===== src/rtl/tip_pkg.sv =====
// shared types and constants of the text integer parser
package tip_pkg;

    localparam int DEF_VALUE_BITS = 32;
    localparam int OUT_W          = 32;
    localparam int CHAR_W         = 8;
    localparam int WIDTH_W        = 8;
    localparam int CFG_IDX_W      = 2;
    localparam int CFG_DATA_W     = 8;

    localparam logic [CFG_IDX_W-1:0] CFG_BASE_MODE = 2'd0;
    localparam logic [CFG_IDX_W-1:0] CFG_MAX_WIDTH = 2'd1;

    localparam logic [CHAR_W-1:0] CH_MINUS   = 8'h2D;
    localparam logic [CHAR_W-1:0] CH_PLUS    = 8'h2B;
    localparam logic [CHAR_W-1:0] CH_ZERO    = 8'h30;
    localparam logic [CHAR_W-1:0] CH_LOWER_X = 8'h78;
    localparam logic [CHAR_W-1:0] CH_UPPER_X = 8'h58;
    localparam logic [CHAR_W-1:0] CASE_FLIP  = 8'h20;

    typedef enum logic [1:0] {
        BASE_AUTO = 2'd0,
        BASE_DEC  = 2'd1,
        BASE_OCT  = 2'd2,
        BASE_HEX  = 2'd3
    } t_base;

    typedef enum logic [1:0] {
        PH_START  = 2'd0,
        PH_SIGNED = 2'd1,
        PH_ZERO   = 2'd2,
        PH_DIGITS = 2'd3
    } t_phase;

    typedef struct packed {
        logic       good;
        logic [3:0] val;
    } t_digit;

endpackage


===== src/rtl/tip_digit.sv =====
// digit classifier: character to digit value for the active base
module tip_digit (
    input  logic [tip_pkg::CHAR_W-1:0] i_ch,
    input  tip_pkg::t_base             i_base,
    output tip_pkg::t_digit            o_digit
);

    always_comb begin
        logic [tip_pkg::CHAR_W-1:0] c;
        logic [tip_pkg::CHAR_W-1:0] h;
        c = i_ch - tip_pkg::CH_ZERO;
        h = (c & ~tip_pkg::CASE_FLIP) - 8'd17;
        o_digit.good = 1'b1;
        o_digit.val  = c[3:0];
        if (c > 8'd7) begin
            if (i_base == tip_pkg::BASE_OCT) begin
                o_digit.good = 1'b0;
            end else if (c > 8'd9) begin
                if (i_base != tip_pkg::BASE_HEX) begin
                    o_digit.good = 1'b0;
                end else if (h > 8'd5) begin
                    o_digit.good = 1'b0;
                end else begin
                    o_digit.val = h[3:0] + 4'd10;
                end
            end
        end
    end

endmodule


===== src/rtl/tip_core.sv =====
// parse state machine with shift-add accumulator
module tip_core #(
    parameter int VALUE_BITS = tip_pkg::DEF_VALUE_BITS
) (
    input  logic                        i_clk,
    input  logic                        i_rst_n,
    input  logic                        i_step,
    input  logic [tip_pkg::CHAR_W-1:0]  i_ch,
    input  logic                        i_eot,
    input  tip_pkg::t_base              i_base_mode,
    input  logic [tip_pkg::WIDTH_W-1:0] i_max_width,
    output logic                        o_fire,
    output logic [tip_pkg::OUT_W-1:0]   o_value,
    output logic                        o_ok,
    output logic                        o_char_used
);

    tip_pkg::t_phase             r_phase, n_phase;
    logic [VALUE_BITS-1:0]       r_acc, n_acc;
    logic [tip_pkg::WIDTH_W-1:0] r_wl, n_wl;
    logic                        r_neg, n_neg;
    logic                        r_seen, n_seen;
    tip_pkg::t_base              r_base, n_base;

    tip_pkg::t_base              base_cur;
    tip_pkg::t_base              base_dig;
    logic [tip_pkg::WIDTH_W-1:0] wl_cur;
    logic [tip_pkg::WIDTH_W-1:0] wl_take;
    logic                        wl_done;
    tip_pkg::t_digit             dig;
    logic [VALUE_BITS-1:0]       acc_shift;
    logic [VALUE_BITS-1:0]       acc_dig;
    logic [VALUE_BITS-1:0]       fin_acc;
    logic [VALUE_BITS-1:0]       fin_signed;
    logic [VALUE_BITS+tip_pkg::OUT_W-1:0] fin_ext;
    logic                        do_first;
    logic                        do_digit;

    // a new number picks up the current registers
    assign base_cur = (r_phase == tip_pkg::PH_START) ? i_base_mode : r_base;
    assign wl_cur   = (r_phase == tip_pkg::PH_START) ? i_max_width : r_wl;
    assign base_dig = (r_phase == tip_pkg::PH_ZERO && base_cur != tip_pkg::BASE_HEX)
                    ? tip_pkg::BASE_OCT : base_cur;

    assign wl_take = (wl_cur == '0) ? '0 : wl_cur - 8'd1;
    assign wl_done = (wl_cur == 8'd1);

    tip_digit u_digit (
        .i_ch    (i_ch),
        .i_base  (base_dig),
        .o_digit (dig)
    );

    always_comb begin
        case (base_dig)
            tip_pkg::BASE_OCT: acc_shift = {r_acc[VALUE_BITS-4:0], 3'b000};
            tip_pkg::BASE_HEX: acc_shift = {r_acc[VALUE_BITS-5:0], 4'b0000};
            default:           acc_shift = {r_acc[VALUE_BITS-4:0], 3'b000}
                                         + {r_acc[VALUE_BITS-2:0], 1'b0};
        endcase
    end

    assign acc_dig = acc_shift + {{(VALUE_BITS-4){1'b0}}, dig.val};

    always_comb begin
        n_phase     = r_phase;
        n_acc       = r_acc;
        n_wl        = wl_cur;
        n_neg       = r_neg;
        n_seen      = r_seen;
        n_base      = base_cur;
        o_fire      = 1'b0;
        o_ok        = 1'b0;
        o_char_used = 1'b0;
        fin_acc     = r_acc;
        do_first    = 1'b0;
        do_digit    = 1'b0;

        case (r_phase)
            tip_pkg::PH_START: begin
                if (i_eot) begin
                    o_fire = 1'b1;
                end else if (i_ch inside {tip_pkg::CH_MINUS, tip_pkg::CH_PLUS}) begin
                    n_neg = (i_ch == tip_pkg::CH_MINUS);
                    n_wl  = wl_take;
                    if (wl_done) begin
                        // width gone on the sign alone
                        o_fire      = 1'b1;
                        o_char_used = 1'b1;
                    end else begin
                        n_phase = tip_pkg::PH_SIGNED;
                    end
                end else begin
                    do_first = 1'b1;
                end
            end
            tip_pkg::PH_SIGNED: begin
                if (i_eot) begin
                    o_fire = 1'b1;
                end else begin
                    do_first = 1'b1;
                end
            end
            tip_pkg::PH_ZERO: begin
                if (i_eot) begin
                    o_fire = 1'b1;
                    o_ok   = 1'b1;
                end else if (i_ch inside {tip_pkg::CH_LOWER_X, tip_pkg::CH_UPPER_X}) begin
                    n_base = tip_pkg::BASE_HEX;
                    n_wl   = wl_take;
                    if (wl_done) begin
                        o_fire      = 1'b1;
                        o_ok        = 1'b1;
                        o_char_used = 1'b1;
                    end else begin
                        n_phase = tip_pkg::PH_DIGITS;
                    end
                end else begin
                    n_base   = base_dig;
                    do_digit = 1'b1;
                end
            end
            default: begin
                if (i_eot) begin
                    o_fire = 1'b1;
                    o_ok   = r_seen;
                end else begin
                    do_digit = 1'b1;
                end
            end
        endcase

        if (do_first) begin
            // leading zero is a prefix only in auto and hex modes
            if ((base_cur inside {tip_pkg::BASE_AUTO, tip_pkg::BASE_HEX})
                && i_ch == tip_pkg::CH_ZERO) begin
                n_seen = 1'b1;
                n_wl   = wl_take;
                if (wl_done) begin
                    o_fire      = 1'b1;
                    o_ok        = 1'b1;
                    o_char_used = 1'b1;
                end else begin
                    n_phase = tip_pkg::PH_ZERO;
                end
            end else begin
                do_digit = 1'b1;
            end
        end

        if (do_digit) begin
            if (!dig.good) begin
                o_fire = 1'b1;
                o_ok   = r_seen;
            end else begin
                n_acc   = acc_dig;
                fin_acc = acc_dig;
                n_seen  = 1'b1;
                n_wl    = wl_take;
                if (wl_done) begin
                    o_fire      = 1'b1;
                    o_ok        = 1'b1;
                    o_char_used = 1'b1;
                end else begin
                    n_phase = tip_pkg::PH_DIGITS;
                end
            end
        end

        if (o_fire) begin
            n_phase = tip_pkg::PH_START;
            n_acc   = '0;
            n_neg   = 1'b0;
            n_seen  = 1'b0;
        end
    end

    assign fin_signed = r_neg ? ('0 - fin_acc) : fin_acc;
    assign fin_ext    = {{tip_pkg::OUT_W{1'b0}}, (o_ok ? fin_signed : '0)};
    assign o_value    = fin_ext[tip_pkg::OUT_W-1:0];

    always_ff @(posedge i_clk) begin
        if (!i_rst_n) begin
            r_phase <= tip_pkg::PH_START;
            r_acc   <= '0;
            r_wl    <= '0;
            r_neg   <= 1'b0;
            r_seen  <= 1'b0;
            r_base  <= tip_pkg::BASE_AUTO;
        end else if (i_step) begin
            r_phase <= n_phase;
            r_acc   <= n_acc;
            r_wl    <= n_wl;
            r_neg   <= n_neg;
            r_seen  <= n_seen;
            r_base  <= n_base;
        end
    end

endmodule


===== src/rtl/text_integer_parser.sv =====
// text integer parser top level: input register, parse step, result register
// the result word is registered in the result slot by the step that ends its number
// throughput: one character word per cycle while no result word waits under i_stall
// a character that ends no number yields no result word
// reset (synchronous, active low) clears both stages, the parse state and the
// registers to auto base and unlimited width
module text_integer_parser #(
    parameter int VALUE_BITS = tip_pkg::DEF_VALUE_BITS
) (
    input  logic                           i_clk,
    input  logic                           i_rst_n,
    // character channel
    input  logic                           i_valid,
    input  logic [tip_pkg::CHAR_W-1:0]     i_ch,
    input  logic                           i_end_of_text,
    output logic                           o_stall,
    // result channel
    output logic                           o_valid,
    output logic [tip_pkg::OUT_W-1:0]      o_value,
    output logic                           o_ok,
    output logic                           o_char_used,
    input  logic                           i_stall,
    // register write channel
    input  logic                           i_cfg_valid,
    input  logic [tip_pkg::CFG_IDX_W-1:0]  i_cfg_index,
    input  logic [tip_pkg::CFG_DATA_W-1:0] i_cfg_data,
    output logic                           o_cfg_ready
);

    // configuration registers
    tip_pkg::t_base              r_base_mode;
    logic [tip_pkg::WIDTH_W-1:0] r_max_width;

    // input register
    logic                        r_in_valid;
    logic [tip_pkg::CHAR_W-1:0]  r_in_ch;
    logic                        r_in_eot;

    // result register
    logic                        r_out_valid;
    logic [tip_pkg::OUT_W-1:0]   r_out_value;
    logic                        r_out_ok;
    logic                        r_out_used;

    logic                        step;
    logic                        fire;
    logic [tip_pkg::OUT_W-1:0]   step_value;
    logic                        step_ok;
    logic                        step_used;

    // register writes are always taken
    assign o_cfg_ready = 1'b1;

    always_ff @(posedge i_clk) begin
        if (!i_rst_n) begin
            r_base_mode <= tip_pkg::BASE_AUTO;
            r_max_width <= '0;
        end else if (i_cfg_valid) begin
            case (i_cfg_index)
                tip_pkg::CFG_BASE_MODE: r_base_mode <= tip_pkg::t_base'(i_cfg_data[1:0]);
                tip_pkg::CFG_MAX_WIDTH: r_max_width <= i_cfg_data[tip_pkg::WIDTH_W-1:0];
                default: ;
            endcase
        end
    end

    // the held character moves through the parse step when the result slot
    // is empty or its word is taken in the same cycle; while a result word
    // waits under i_stall every held character waits, whether it ends a
    // number or not
    assign step    = r_in_valid && (!r_out_valid || !i_stall);
    assign o_stall = r_in_valid && !step;

    always_ff @(posedge i_clk) begin
        if (!i_rst_n) begin
            r_in_valid <= 1'b0;
        end else if (!o_stall) begin
            r_in_valid <= i_valid;
        end
    end

    // payload of the input register needs no reset
    always_ff @(posedge i_clk) begin
        if (!o_stall) begin
            r_in_ch  <= i_ch;
            r_in_eot <= i_end_of_text;
        end
    end

    tip_core #(
        .VALUE_BITS (VALUE_BITS)
    ) u_core (
        .i_clk       (i_clk),
        .i_rst_n     (i_rst_n),
        .i_step      (step),
        .i_ch        (r_in_ch),
        .i_eot       (r_in_eot),
        .i_base_mode (r_base_mode),
        .i_max_width (r_max_width),
        .o_fire      (fire),
        .o_value     (step_value),
        .o_ok        (step_ok),
        .o_char_used (step_used)
    );

    // result slot: filled by a finishing step, emptied when the word is taken
    always_ff @(posedge i_clk) begin
        if (!i_rst_n) begin
            r_out_valid <= 1'b0;
        end else if (step && fire) begin
            r_out_valid <= 1'b1;
        end else if (!i_stall) begin
            r_out_valid <= 1'b0;
        end
    end

    always_ff @(posedge i_clk) begin
        if (step && fire) begin
            r_out_value <= step_value;
            r_out_ok    <= step_ok;
            r_out_used  <= step_used;
        end
    end

    assign o_valid     = r_out_valid;
    assign o_value     = r_out_value;
    assign o_ok        = r_out_ok;
    assign o_char_used = r_out_used;

    // a failed conversion always reports a zero value
    a_err_zero: assert property (@(posedge i_clk) disable iff (!i_rst_n)
        r_out_valid && !r_out_ok |-> r_out_value == '0)
        else $error("error result carries a nonzero value");

    // a held character is neither dropped nor changed while the result slot blocks
    a_in_hold: assert property (@(posedge i_clk) disable iff (!i_rst_n)
        o_stall |=> r_in_valid && $stable(r_in_ch) && $stable(r_in_eot))
        else $error("held character lost while stalled");

    // a waiting result is never overwritten or dropped
    a_out_keep: assert property (@(posedge i_clk) disable iff (!i_rst_n)
        r_out_valid && i_stall |=> r_out_valid && $stable(r_out_value) && $stable(r_out_ok))
        else $error("waiting result lost or overwritten");

endmodule


===== config.mk =====
export PLATFORM = sky130hd
export DESIGN_NAME = text_integer_parser
export DESIGN_NICKNAME = d
export VERILOG_FILES = /design/src/rtl/tip_pkg.sv /design/src/rtl/tip_digit.sv /design/src/rtl/tip_core.sv /design/src/rtl/text_integer_parser.sv
export SDC_FILE = /design/constraint.sdc
export NUM_CORES = 1
export LEC_CHECK = 0
export BUFFER_PORTS_ARGS = -buffer_cell sky130_fd_sc_hd__buf_2
export CAP_MARGIN = 20
export CORE_MARGIN = 1.5
export CORE_UTILIZATION = 53
export CTS_BUF_LIST = sky130_fd_sc_hd__clkbuf_16
export CTS_CLUSTER_DIAMETER = 80
export DETAILED_ROUTE_END_ITERATION = 16
export GPL_ROUTABILITY_DRIVEN = 0
export GPL_TIMING_DRIVEN = 0
export PLACE_DENSITY = 0.78
export SLEW_MARGIN = 20
export SYNTH_ARGS = -nofsm -noshare
export SYNTH_HDL_FRONTEND = slang
export SYNTH_SLANG_ARGS = --single-unit

===== constraint.sdc =====
create_clock -name i_clk -period 8.6 [get_ports i_clk]
set_input_delay 0.86 -clock i_clk [delete_from_list [all_inputs] [get_ports i_clk]]
set_output_delay 0.86 -clock i_clk [all_outputs]
set_load 0.01 [all_outputs]

Word-level counts from Yosys, hierarchy flattened
Index checks and enable logic that the tools add are counted.
Operators by class
  add/subtract/negate cells: 7
  $lt $le $gt $ge: 3
  equal/unequal tests: 16
  mux-type cells: 93
  reduce and logical (&&, ||, !) cells: 22
Operators with widths (count)
  32-bit 2-to-1 mux: 4
  8-bit 2-to-1 mux: 10
  32-bit case mux with 2 select lines: 1
  1-bit 2-to-1 mux: 48
  2-bit 2-to-1 mux: 18
  32-bit adder: 1
  32-bit by 4-bit adder with 32-bit output: 1
  1-bit by 32-bit subtractor with 32-bit output, first input constant: 1
  8-bit by 6-bit == test with 1-bit output, second input constant: 3
  8-bit by 7-bit == test with 1-bit output, second input constant: 2
  8-bit by 3-bit > comparator with 1-bit output, second input constant: 2
  8-bit case mux with 2 select lines: 1
  4-bit 2-to-1 mux: 3
  5-bit 2-to-1 mux: 2
  1-bit case mux with 2 select lines: 5
  2-bit nonzero test: 5
  2-bit == test, second input constant: 4
  8-bit by 1-bit == test with 1-bit output, second input constant: 1
  8-bit by 4-bit > comparator with 1-bit output, second input constant: 1
  8-bit logical NOT: 1
  8-bit by 1-bit subtractor with 8-bit output, second input constant: 1
  8-bit by 5-bit subtractor with 8-bit output, second input constant: 1
  8-bit by 6-bit subtractor with 8-bit output, second input constant: 1
  2-bit logical NOT: 3
  11 further kinds: 21
Storage, ports and cells
  bits in registers: 101
  input port bits: 24
  output and inout port bits: 37
  word-level logic and storage cells: 156

Logic depth before layout (Yosys ltp)
Gate-level depths: netlist of the first run.
  word-level depth: 15
  gate-level depth with buffers: 29
  mapped depth without buffers: 24

Modules after synthesis
From an unflattened synthesis of the first run, not the netlist that was laid out.
Second synthesis, totals
  cells, all modules: 1166
  area total of the unflattened synthesis: 9213.8 um^2
Modules (own cells, without submodules)
  tip_core: instances 1, cells each 1039, area an instance 7191.9 um^2, sequential area each 920.9 um^2
  text_integer_parser: instances 1, cells each 98, area an instance 1795.5 um^2, sequential area each 1531.5 um^2
  tip_digit: instances 1, cells each 29, area an instance 226.5 um^2, sequential area each 0.0 um^2

Worst setup path before layout of the first run
Ideal clock, no wire load.
  kind: register -> register
  from: register u_core.r_phase[1]
  to: register r_out_value, in the netlist o_value[26] (data pin)
  setup time: 0.270 ns
  arrival: 5.740 ns
  data required time: 8.330 ns
  setup slack: 2.590 ns
  cell stages (with the launch flop): 25
  buffers on the path: 6
  clock period less this slack: 6.010 ns
  cell sequence: dfxtp_1 > nor2_2 > clkbuf_1 > o21ai_0 > ha_1 > a21oi_2 > o22ai_2 > buf_4 > buf_6 > buf_4 > buf_4 > clkbuf_1 > a22o_1 > ha_1 > a21oi_1 > or3_4 > nor4_4 > nand3_1 > nor4_1 > xor2_1 > o32ai_1 > nand3b_2 > nor4_2 > or3_1 > a21oi_1
On the way
  word-level cells in the longest chain between the ends: 15
  elaborated cells between the ends (all ways): 43
  those cells by class: add/sub (2); eq/ne (8); mux (27); reduce/logical (6)
Ends and longest elaborated chain
  start: declaration: line tip_core.sv:18  | tip_pkg::t_phase r_phase, n_phase;
  start signal: assignment: line tip_core.sv:184  | r_phase <= tip_pkg::PH_START;
  start signal: assignment: line tip_core.sv:191  | r_phase <= n_phase;
  2-bit logical NOT: line tip_core.sv:40, tip_core.sv:41, tip_core.sv:79
  2-bit 2-to-1 mux: line tip_core.sv:40  | assign base_cur = (r_phase == tip_pkg::PH_START) ? i_base_mode : r_base;
  2-bit inequality test: line tip_core.sv:42  | assign base_dig = (r_phase == tip_pkg::PH_ZERO && base_cur != tip_pkg::BASE_HEX)
  1-bit logical AND: line tip_core.sv:42
  2-bit 2-to-1 mux: line tip_core.sv:43  | ? tip_pkg::BASE_OCT : base_cur;
  2-bit inequality test: line tip_digit.sv:19  | if (i_base != tip_pkg::BASE_HEX) begin
  4-bit 2-to-1 mux: line tip_digit.sv:19
  5-bit 2-to-1 mux: line tip_digit.sv:18  | end else if (c > 8'd9) begin
  4-bit 2-to-1 mux: line tip_digit.sv:16  | if (i_base == tip_pkg::BASE_OCT) begin
  5-bit 2-to-1 mux: line tip_digit.sv:15  | if (c > 8'd7) begin
  32-bit by 4-bit adder with 32-bit output: line tip_core.sv:63  | assign acc_dig = acc_shift + {{(VALUE_BITS-4){1'b0}}, dig.val};
  32-bit 2-to-1 mux: line tip_core.sv:152  | if (!dig.good) begin
  32-bit 2-to-1 mux: line tip_core.sv:151  | if (do_digit) begin
  1-bit by 32-bit subtractor with 32-bit output: line tip_core.sv:178  | assign fin_signed = r_neg ? ('0 - fin_acc) : fin_acc;
  32-bit 2-to-1 mux: line tip_core.sv:178
  end signal: assignment: line text_integer_parser.sv:119  | r_out_value <= step_value;
  end: declaration: line text_integer_parser.sv:41  | logic [tip_pkg::OUT_W-1:0] r_out_value;
Parallel ways exist; a longest one is shown, timed or not.
A chain may end at the register's enable or synchronous reset.

Final worst setup path of the first run
Same ends and word-level chain as after synthesis.

==> reports/metrics.yaml, run 1 <==
status:
  status: "finished, final reports clean"
power:
  switching_share_pct: 26.9
  finalPower_uw: 1080
  pwr-share-comb_pct: 13.5
  clkPwrFrac_pct: 38.4
  switching_power_uw: 292
  p_int_uw: 793
  p_per_area_nw_per_um2: 108
  seq_power_share_pct: 48.1
  power_leakage_uw: 0.00389
  ir_worst_vdd_v: 0.0000989
clock_tree:
  cts_resized: 0
  cts_made_buffers: 9
  ctsRootBufferMaster: "clkbuf_16"
  cts.hold.buffers_added: 0
  cts_tree: "built"
  clk_latency_ns: 0.35
  cts_buffer_depth: 2
  cts_setup_buffers: 0
  h-tree-depth: 3
  clock_sinks: 101
  path_clk_slew_ns: 0.07
layout:
  fin_cells: 1427
  syn_to_final_growth_pct: 9.45
  finalNetCount: 1267
  layout_commonest_cell: "nand2_1"
  nFillCells: 1497
  layout-drive-gt1-share_pct: 13.1
  final_cell_mix: "nand2_1, nor2_1, buf_2, a21oi_1, o21ai_0"
  postLayoutCoreUtil_pct: 59.8
  fin_area_um2: 10000
routing:
  wl_um: 26500
  antenna_left: 0
  met1_length_um: 10600
  via_count: 9326
  met3WireLength_um: 2060
  drt_iter0_drc: 976
  via_per_inst: 6.54
  drt-pass1-iter-count: 6
  met2_length_um: 12600
  routed.top_layer: "met4"
  avgRoutedWirePerCell_um: 18.6
  drc_errors: 0
floorplanning:
  initial_core_util_pct: 54.6
  io_pins: 61
  rows: 47
  core_um2: 16800
  die_area_um2: 18100
  fp.dieW_um: 134
  die_y_um: 134
setup_path:
  crit_type: "reg -> reg"
  endpoint_kind: "flop"
  critPathLaunchType: "flop"
  crit_arrival_ns: 7.75
  required_ns: 8.69
  crit_fanout: 10
yosys:
  async_reset_ff_share_pct: 0
  synth_edf_count: 43
  ys_seq_elements: 101
  netlist_area_um2: 9160
  synthesis.instances: 1132
  synth_fp_nets: 1198
  ys_seq_area_share_pct: 26.8
  ys_warn_count: 0
  synth.avg_cell_area_um2: 8.09
  synth_cell_types: 99
  synthFlopType: "dfxtp_1"
global_route:
  grt_pass1_wl_um: 41900
  grt_pass1_vias: 8650
  antenna_found_initial: 0
  grt_usage_pct: 28.9
  grt_max_degree: 35
  grt_overflow_total: 0
hold_path:
  hold_class: "reg -> reg"
sta:
  maxSlewViolCount: 0
  tightest_slew_ns: 0.861
  hold_viol: 0
  setup-tns-final_ns: 0
  period_needed_ns: 7.66
  timing.final.crit_share_pct: 89.1
  max_slew_margin_pct: 42.6
  fin_worst_skew_ns: 0.0115
  rsz0062_at_grt: "false"
  setup_viol: 0
  timing.fmax_mhz: 131
placed_design:
  dpl.cell_count: 1410
  place_hpwl_um: 20600
  dpl_cell_area_um2: 9720
  portBuffers: 58
flow_run:
  drv_cap: 0
[cell families (layout without fill, tap and decap cells)]
group           count (synthesis)  after routing  share of synthesized area, %
compound gates                336            336                          26.3
xor+xnor                       58             58                          5.55
fa+ha+maj                      42             42                          5.90
buf+inv                        94            168                          4.70
flops                         101            101                          26.8
mux                            32             32                          3.66
other cells                     1              2                        0.0409
simple gates                  468            468                          27.0
[power by group through the flow]
| stage | Clock (uW) | Combinational (uW) | Sequential, uW |
|---|---|---|---|
| global placement | 0 | 140 | 532 |
| detailed placement | 0 | 142 | 532 |
| floorplan | 0 | 96.5 | 535 |
| global route | 436 | 158 | 523 |
| CTS | 416 | 143 | 521 |
| finish | 417 | 146 | 521 |
[layout make-up]
cell class,instances,area (um^2),share of cell area (%)
Clock inverter,7,72.6,0.724
Multi-Input combinational cell,937,6280,62.6
Sequential cell,101,2450,24.5
Antenna cell,1,2.50,0.0250
Buffer,66,325,3.25
Clock buffer,9,225,2.25
Timing Repair Buffer,58,290,2.90
Tap cell,220,275,2.75
Inverter,28,105,1.05
[synth_stat cells, types with 6 or more instances]
cell,instances,share of area (%)
a211oi_1,10,0.82
a21o_1,12,0.98
a21oi_1,73,4.0
a221oi_1,15,1.4
a22oi_1,22,1.8
a311oi_1,6,0.57
a31oi_1,16,1.1
and2_1,28,1.9
and3_1,24,1.6
buf_2,15,0.82
buf_4,9,0.74
clkbuf_1,34,1.4
dfxtp_1,58,13
edfxtp_1,43,14
ha_1,40,5.5
inv_1,27,1.1
mux2i_1,29,3.2
nand2_1,123,5.0
nand2b_1,9,0.61
nand3_1,31,1.7
nand4_1,17,1.2
nor2_1,96,3.9
nor2b_1,33,2.3
nor3_1,32,1.7
nor3b_1,7,0.57
nor4_1,12,0.82
o211a_1,6,0.66
o211ai_1,19,1.6
o21ai_0,59,3.2
o31ai_1,8,0.66
or2_2,9,0.61
or3_1,9,0.61
xnor2_1,32,3.1
xor2_1,26,2.5
[routing by layer]
layer | vias to the layer above | global-route usage, %
met3 | 113 | 4.09
met4 | 0 | 12.9
li1 | 4381 | -
met2 | 452 | 50.7
met5 | - | 0
met1 | 4380 | 35.2
[worst max-delay path, stage by stage, from the launching register on]
cell	delay, ns
dfxtp_1	0.38
nor2_2	0.46
clkbuf_1	0.55
nand2_1	0.09
o21ai_0	0.13
ha_1	0.24
a21oi_2	0.09
o2bb2ai_2	0.38
buf_4	0.27
nand4_1	0.34
a21boi_2	0.56
clkbuf_1	0.43
buf_2	0.32
buf_2	0.28
buf_1	0.50
nand2_1	0.09
o21ai_0	0.28
ha_1	0.29
o21ai_0	0.11
o21bai_1	0.28
nor4_1	0.45
nand4_1	0.21
nor4_2	0.41
or3_1	0.18
a21oi_1	0.06
[through the flow]
step | setup slack [ns] | hold WS (ns)
after floorplan | 2.59 | 0.472
final | 0.939 | 0.505
after global routing | 0.511 | 0.532
after CTS | 1.17 | 0.508
after global placement | 1.18 | 0.482
after detailed placement | 1.20 | 0.491
[registers in the layout (all words and copies together), names as in the netlist, 2 cells and up]
signal,cells
r_max_width,8
o_value,32
u_core.r_acc,32
u_core.r_base,2
r_base_mode,2
u_core.r_wl,8
u_core.r_phase,2
r_in_ch,8
[worst paths after layout]
kind / startpoint / endpoint / slack (ns) / cells after the start
worst max-delay path: u_core.r_phase[1] / o_value[26] / 0.94 / 24
worst min-delay path: u_core.r_wl[0] / u_core.r_wl[0] / 0.51 / 1
worst min register to register: u_core.r_wl[0] / u_core.r_wl[0] / 0.51 / 1
worst max register to register: u_core.r_phase[1] / o_value[26] / 0.94 / 24
Power figures use the tool's default switching activity.
==> run 2, diff against run 1 <==
--- a/config.mk
+++ b/config.mk
@@ -9,13 +9,14 @@
 export CAP_MARGIN = 20
 export CORE_MARGIN = 1.5
 export CORE_UTILIZATION = 53
-export CTS_BUF_LIST = sky130_fd_sc_hd__clkbuf_16
+export CTS_BUF_LIST = sky130_fd_sc_hd__clkbuf_8
 export CTS_CLUSTER_DIAMETER = 80
 export DETAILED_ROUTE_END_ITERATION = 16
 export GPL_ROUTABILITY_DRIVEN = 0
 export GPL_TIMING_DRIVEN = 0
+export MAX_ROUTING_LAYER = met4
 export PLACE_DENSITY = 0.78
-export SLEW_MARGIN = 20
+export SLEW_MARGIN = 10
 export SYNTH_ARGS = -nofsm -noshare
 export SYNTH_HDL_FRONTEND = slang
 export SYNTH_SLANG_ARGS = --single-unit
==> run 2 against run 1 <==
Sequential share of layout area is 0.25 points higher. Global-route usage is 0.75 points higher. Setup slack worse by 0.074 ns. Via count is 0.81% lower.
==> reports/metrics.yaml, run 2 (synthesis gave the netlist of run 1 again) <==
floorplanning:
  die_y_um: 134  # unchanged
  fp.dieW_um: 134  # unchanged
  die_area_um2: 18100  # unchanged
  io_pins: 61  # unchanged
  core_um2: 16800  # unchanged
  rows: 47  # unchanged
  initial_core_util_pct: 54.6  # unchanged
routing:
  wl_um: 26300  # was 26,500 um
  drt-pass1-iter-count: 6  # unchanged
  drc_errors: 0  # unchanged
  via_per_inst: 6.48  # was 6.54
  drt_iter0_drc: 898  # was 976
  avgRoutedWirePerCell_um: 18.4  # was 18.6 um
  antenna_left: 0  # unchanged
  via_count: 9250  # was 9,326
power:
  finalPower_uw: 949  # was 1080 uW
  ir_worst_vdd_v: 0.000103  # was 0.0000989 V
  p_per_area_nw_per_um2: 95.6  # was 108 nW/um^2
  power_leakage_uw: 0.00385  # was 0.00389 uW
hold_path:
  holdPathStages: 1  # unchanged
  hold_class: "reg -> reg"  # unchanged
  holdPathEnd: "u_core.r_wl[0]"  # unchanged
  min-delay-start: "u_core.r_wl[0]"  # unchanged
setup_path:
  crit_fanout: 10  # unchanged
  required_ns: 8.73  # was 8.69 ns
  crit_arrival_ns: 7.86  # was 7.75 ns
  max_stage_delay_ns: 0.56  # about the same
  r2r_setup_slack_ns: 0.86  # was 0.94 ns
  crit_type: "reg -> reg"  # unchanged
  r2r_start: "u_core.r_phase[1]"  # unchanged
  reg2reg_depth: 24  # unchanged
  slowest_stage: "clkbuf_1"  # was a21boi_2
  crit_path_frequent_cell: "o21ai_0"  # unchanged
  crit_path_cell_trace: "nor2_2 > clkbuf_1 > nand2_1 > o21ai_0 > ha_1 > a21oi_2 > o2bb2ai_2 > buf_4 > nand4_1 > a21boi_2 > clkbuf_1 > buf_2 > buf_2 > buf_1 > nand2_1 > o21ai_0 > ha_1 > o21ai_0 > o21bai_1 > nor4_1 > nand4_1 > nor4_2 > or3_1 > a21oi_1"  # unchanged
  endpoint_kind: "flop"  # unchanged
  critPathLaunchType: "flop"  # unchanged
  reg2reg_to: "o_value[26]"  # unchanged
clock_tree:
  cts_made_buffers: 9  # unchanged
  cts_tree: "built"  # unchanged
  cts_resized: 0  # unchanged
  cts_buffer_depth: 2  # unchanged
  ctsRootBufferMaster: "clkbuf_8"  # was clkbuf_16
  path_clk_slew_ns: 0.11  # was 0.07 ns
  clock_sinks: 101  # unchanged
  cts.hold.buffers_added: 0  # unchanged
  clk_latency_ns: 0.38  # was 0.35 ns
  h-tree-depth: 3  # unchanged
  cts_setup_buffers: 0  # unchanged
layout:
  postLayoutCoreUtil_pct: 59.2  # was 59.8%
  final_cell_mix: "nand2_1, nor2_1, buf_2, a21oi_1, o21ai_0"  # unchanged
  seq_area_um2: 2450  # unchanged
  nFillCells: 1533  # was 1,497
  finalNetCount: 1268  # was 1,267
  multi_input_area_um2: 6280  # unchanged
  layout_commonest_cell: "nand2_1"  # unchanged
  syn_to_final_growth_pct: 8.36  # was 9.45%
  diodes: 0  # was 1
  layout-drive-gt1-share_pct: 13.2  # was 13.1%
global_route:
  grt_pass1_wl_um: 41900  # unchanged
  grt_pass1_vias: 8505  # was 8,650
  antenna_found_initial: 0  # unchanged
  grt_usage_pct: 29.6  # was 28.9%
  grt_overflow_total: 0  # unchanged
  grt_max_degree: 26  # was 35
sta:
  rsz0062_at_grt: "false"  # unchanged
  timing.fmax_mhz: 129  # was 131 MHz
  period_needed_ns: 7.74  # was 7.66 ns
  max_slew_margin_pct: 46.7  # was 42.6%
  timing.final.crit_share_pct: 90.0  # was 89.1%
  hold_viol: 0  # unchanged
  tightest_slew_ns: 0.799  # was 0.861 ns
  maxSlewViolCount: 0  # unchanged
  setup_viol: 0  # unchanged
  fin_worst_skew_ns: 0.0144  # was 0.0115 ns
  worst_slack_ns: 0.864  # was 0.939 ns
  setup-tns-final_ns: 0  # unchanged
status:
  status: "finished, final reports clean"  # unchanged
placed_design:
  dp_slack_ns: 1.19  # was 1.20 ns
  place_hpwl_um: 20600  # about the same
  portBuffers: 58  # unchanged
flow_run:
  drv_cap: 0  # unchanged
[run 2: routing by layer]
layer / up-vias / global-route usage, % / routed length (um)
li1: 4367 / - / -
met1: 4298 / 35.4 / 10600
met2: 475 / 49.9 / 12500
met3: 110 / 4.39 / 2050
met4: 0 / 12.8 / 1190
met5: - / - / 0
[run 2: layout make-up]
| type | instances | area share (%) |
|---|---|---|
| sequential | 101 | 24.7 |
| multi-input combinational | 937 | 63.2 |
| clock buffer | 9 | 1.25 |
| timing repair buffer | 59 | 3.20 |
| inverter | 28 | 1.06 |
| tap | 220 | 2.77 |
| clock inverter | 7 | 0.492 |
| buffer | 66 | 3.28 |
[run 2: how the worst max path moves through the flow]
stage	to	depth (start not counted)	slack [ns]	startpoint
after detailed placement	o_value[26]	24	1.19	u_core.r_phase[1]
after floorplan	o_value[26]	24	2.59	u_core.r_phase[1]
after CTS	o_value[26]	24	1.14	u_core.r_phase[1]
after global placement	o_value[26]	24	1.18	u_core.r_phase[1]
final	o_value[26]	24	0.86	u_core.r_phase[1]
after global routing	o_value[26]	27	0.39	u_core.r_phase[1]
[run 2: power by group]
part	internal, uW	switching [uW]
Clock	106	174
Sequential	513	7.79
Combinational	53.8	94.3
[run 2: stage by stage]
stage | hold slack [ns] | std cells | cell area (um^2)
final | 0.508 | 1427 | 9920
after global routing | 0.539 | 1427 | 9920
after CTS | 0.515 | 1427 | 9920
after detailed placement | 0.491 | 1411 | 9750
after global placement | 0.482 | 1410 | 9720
after floorplan | 0.472 | 1132 | 9160
[run 2: worst max-delay path: cells and delay by family (launching register included)]
family / cells / cell delay [ns]
fa+ha+maj: 2 / 0.51
flops: 1 / 0.38
buf+inv: 6 / 2.38
compound gates: 8 / 1.89
simple gates: 8 / 2.29
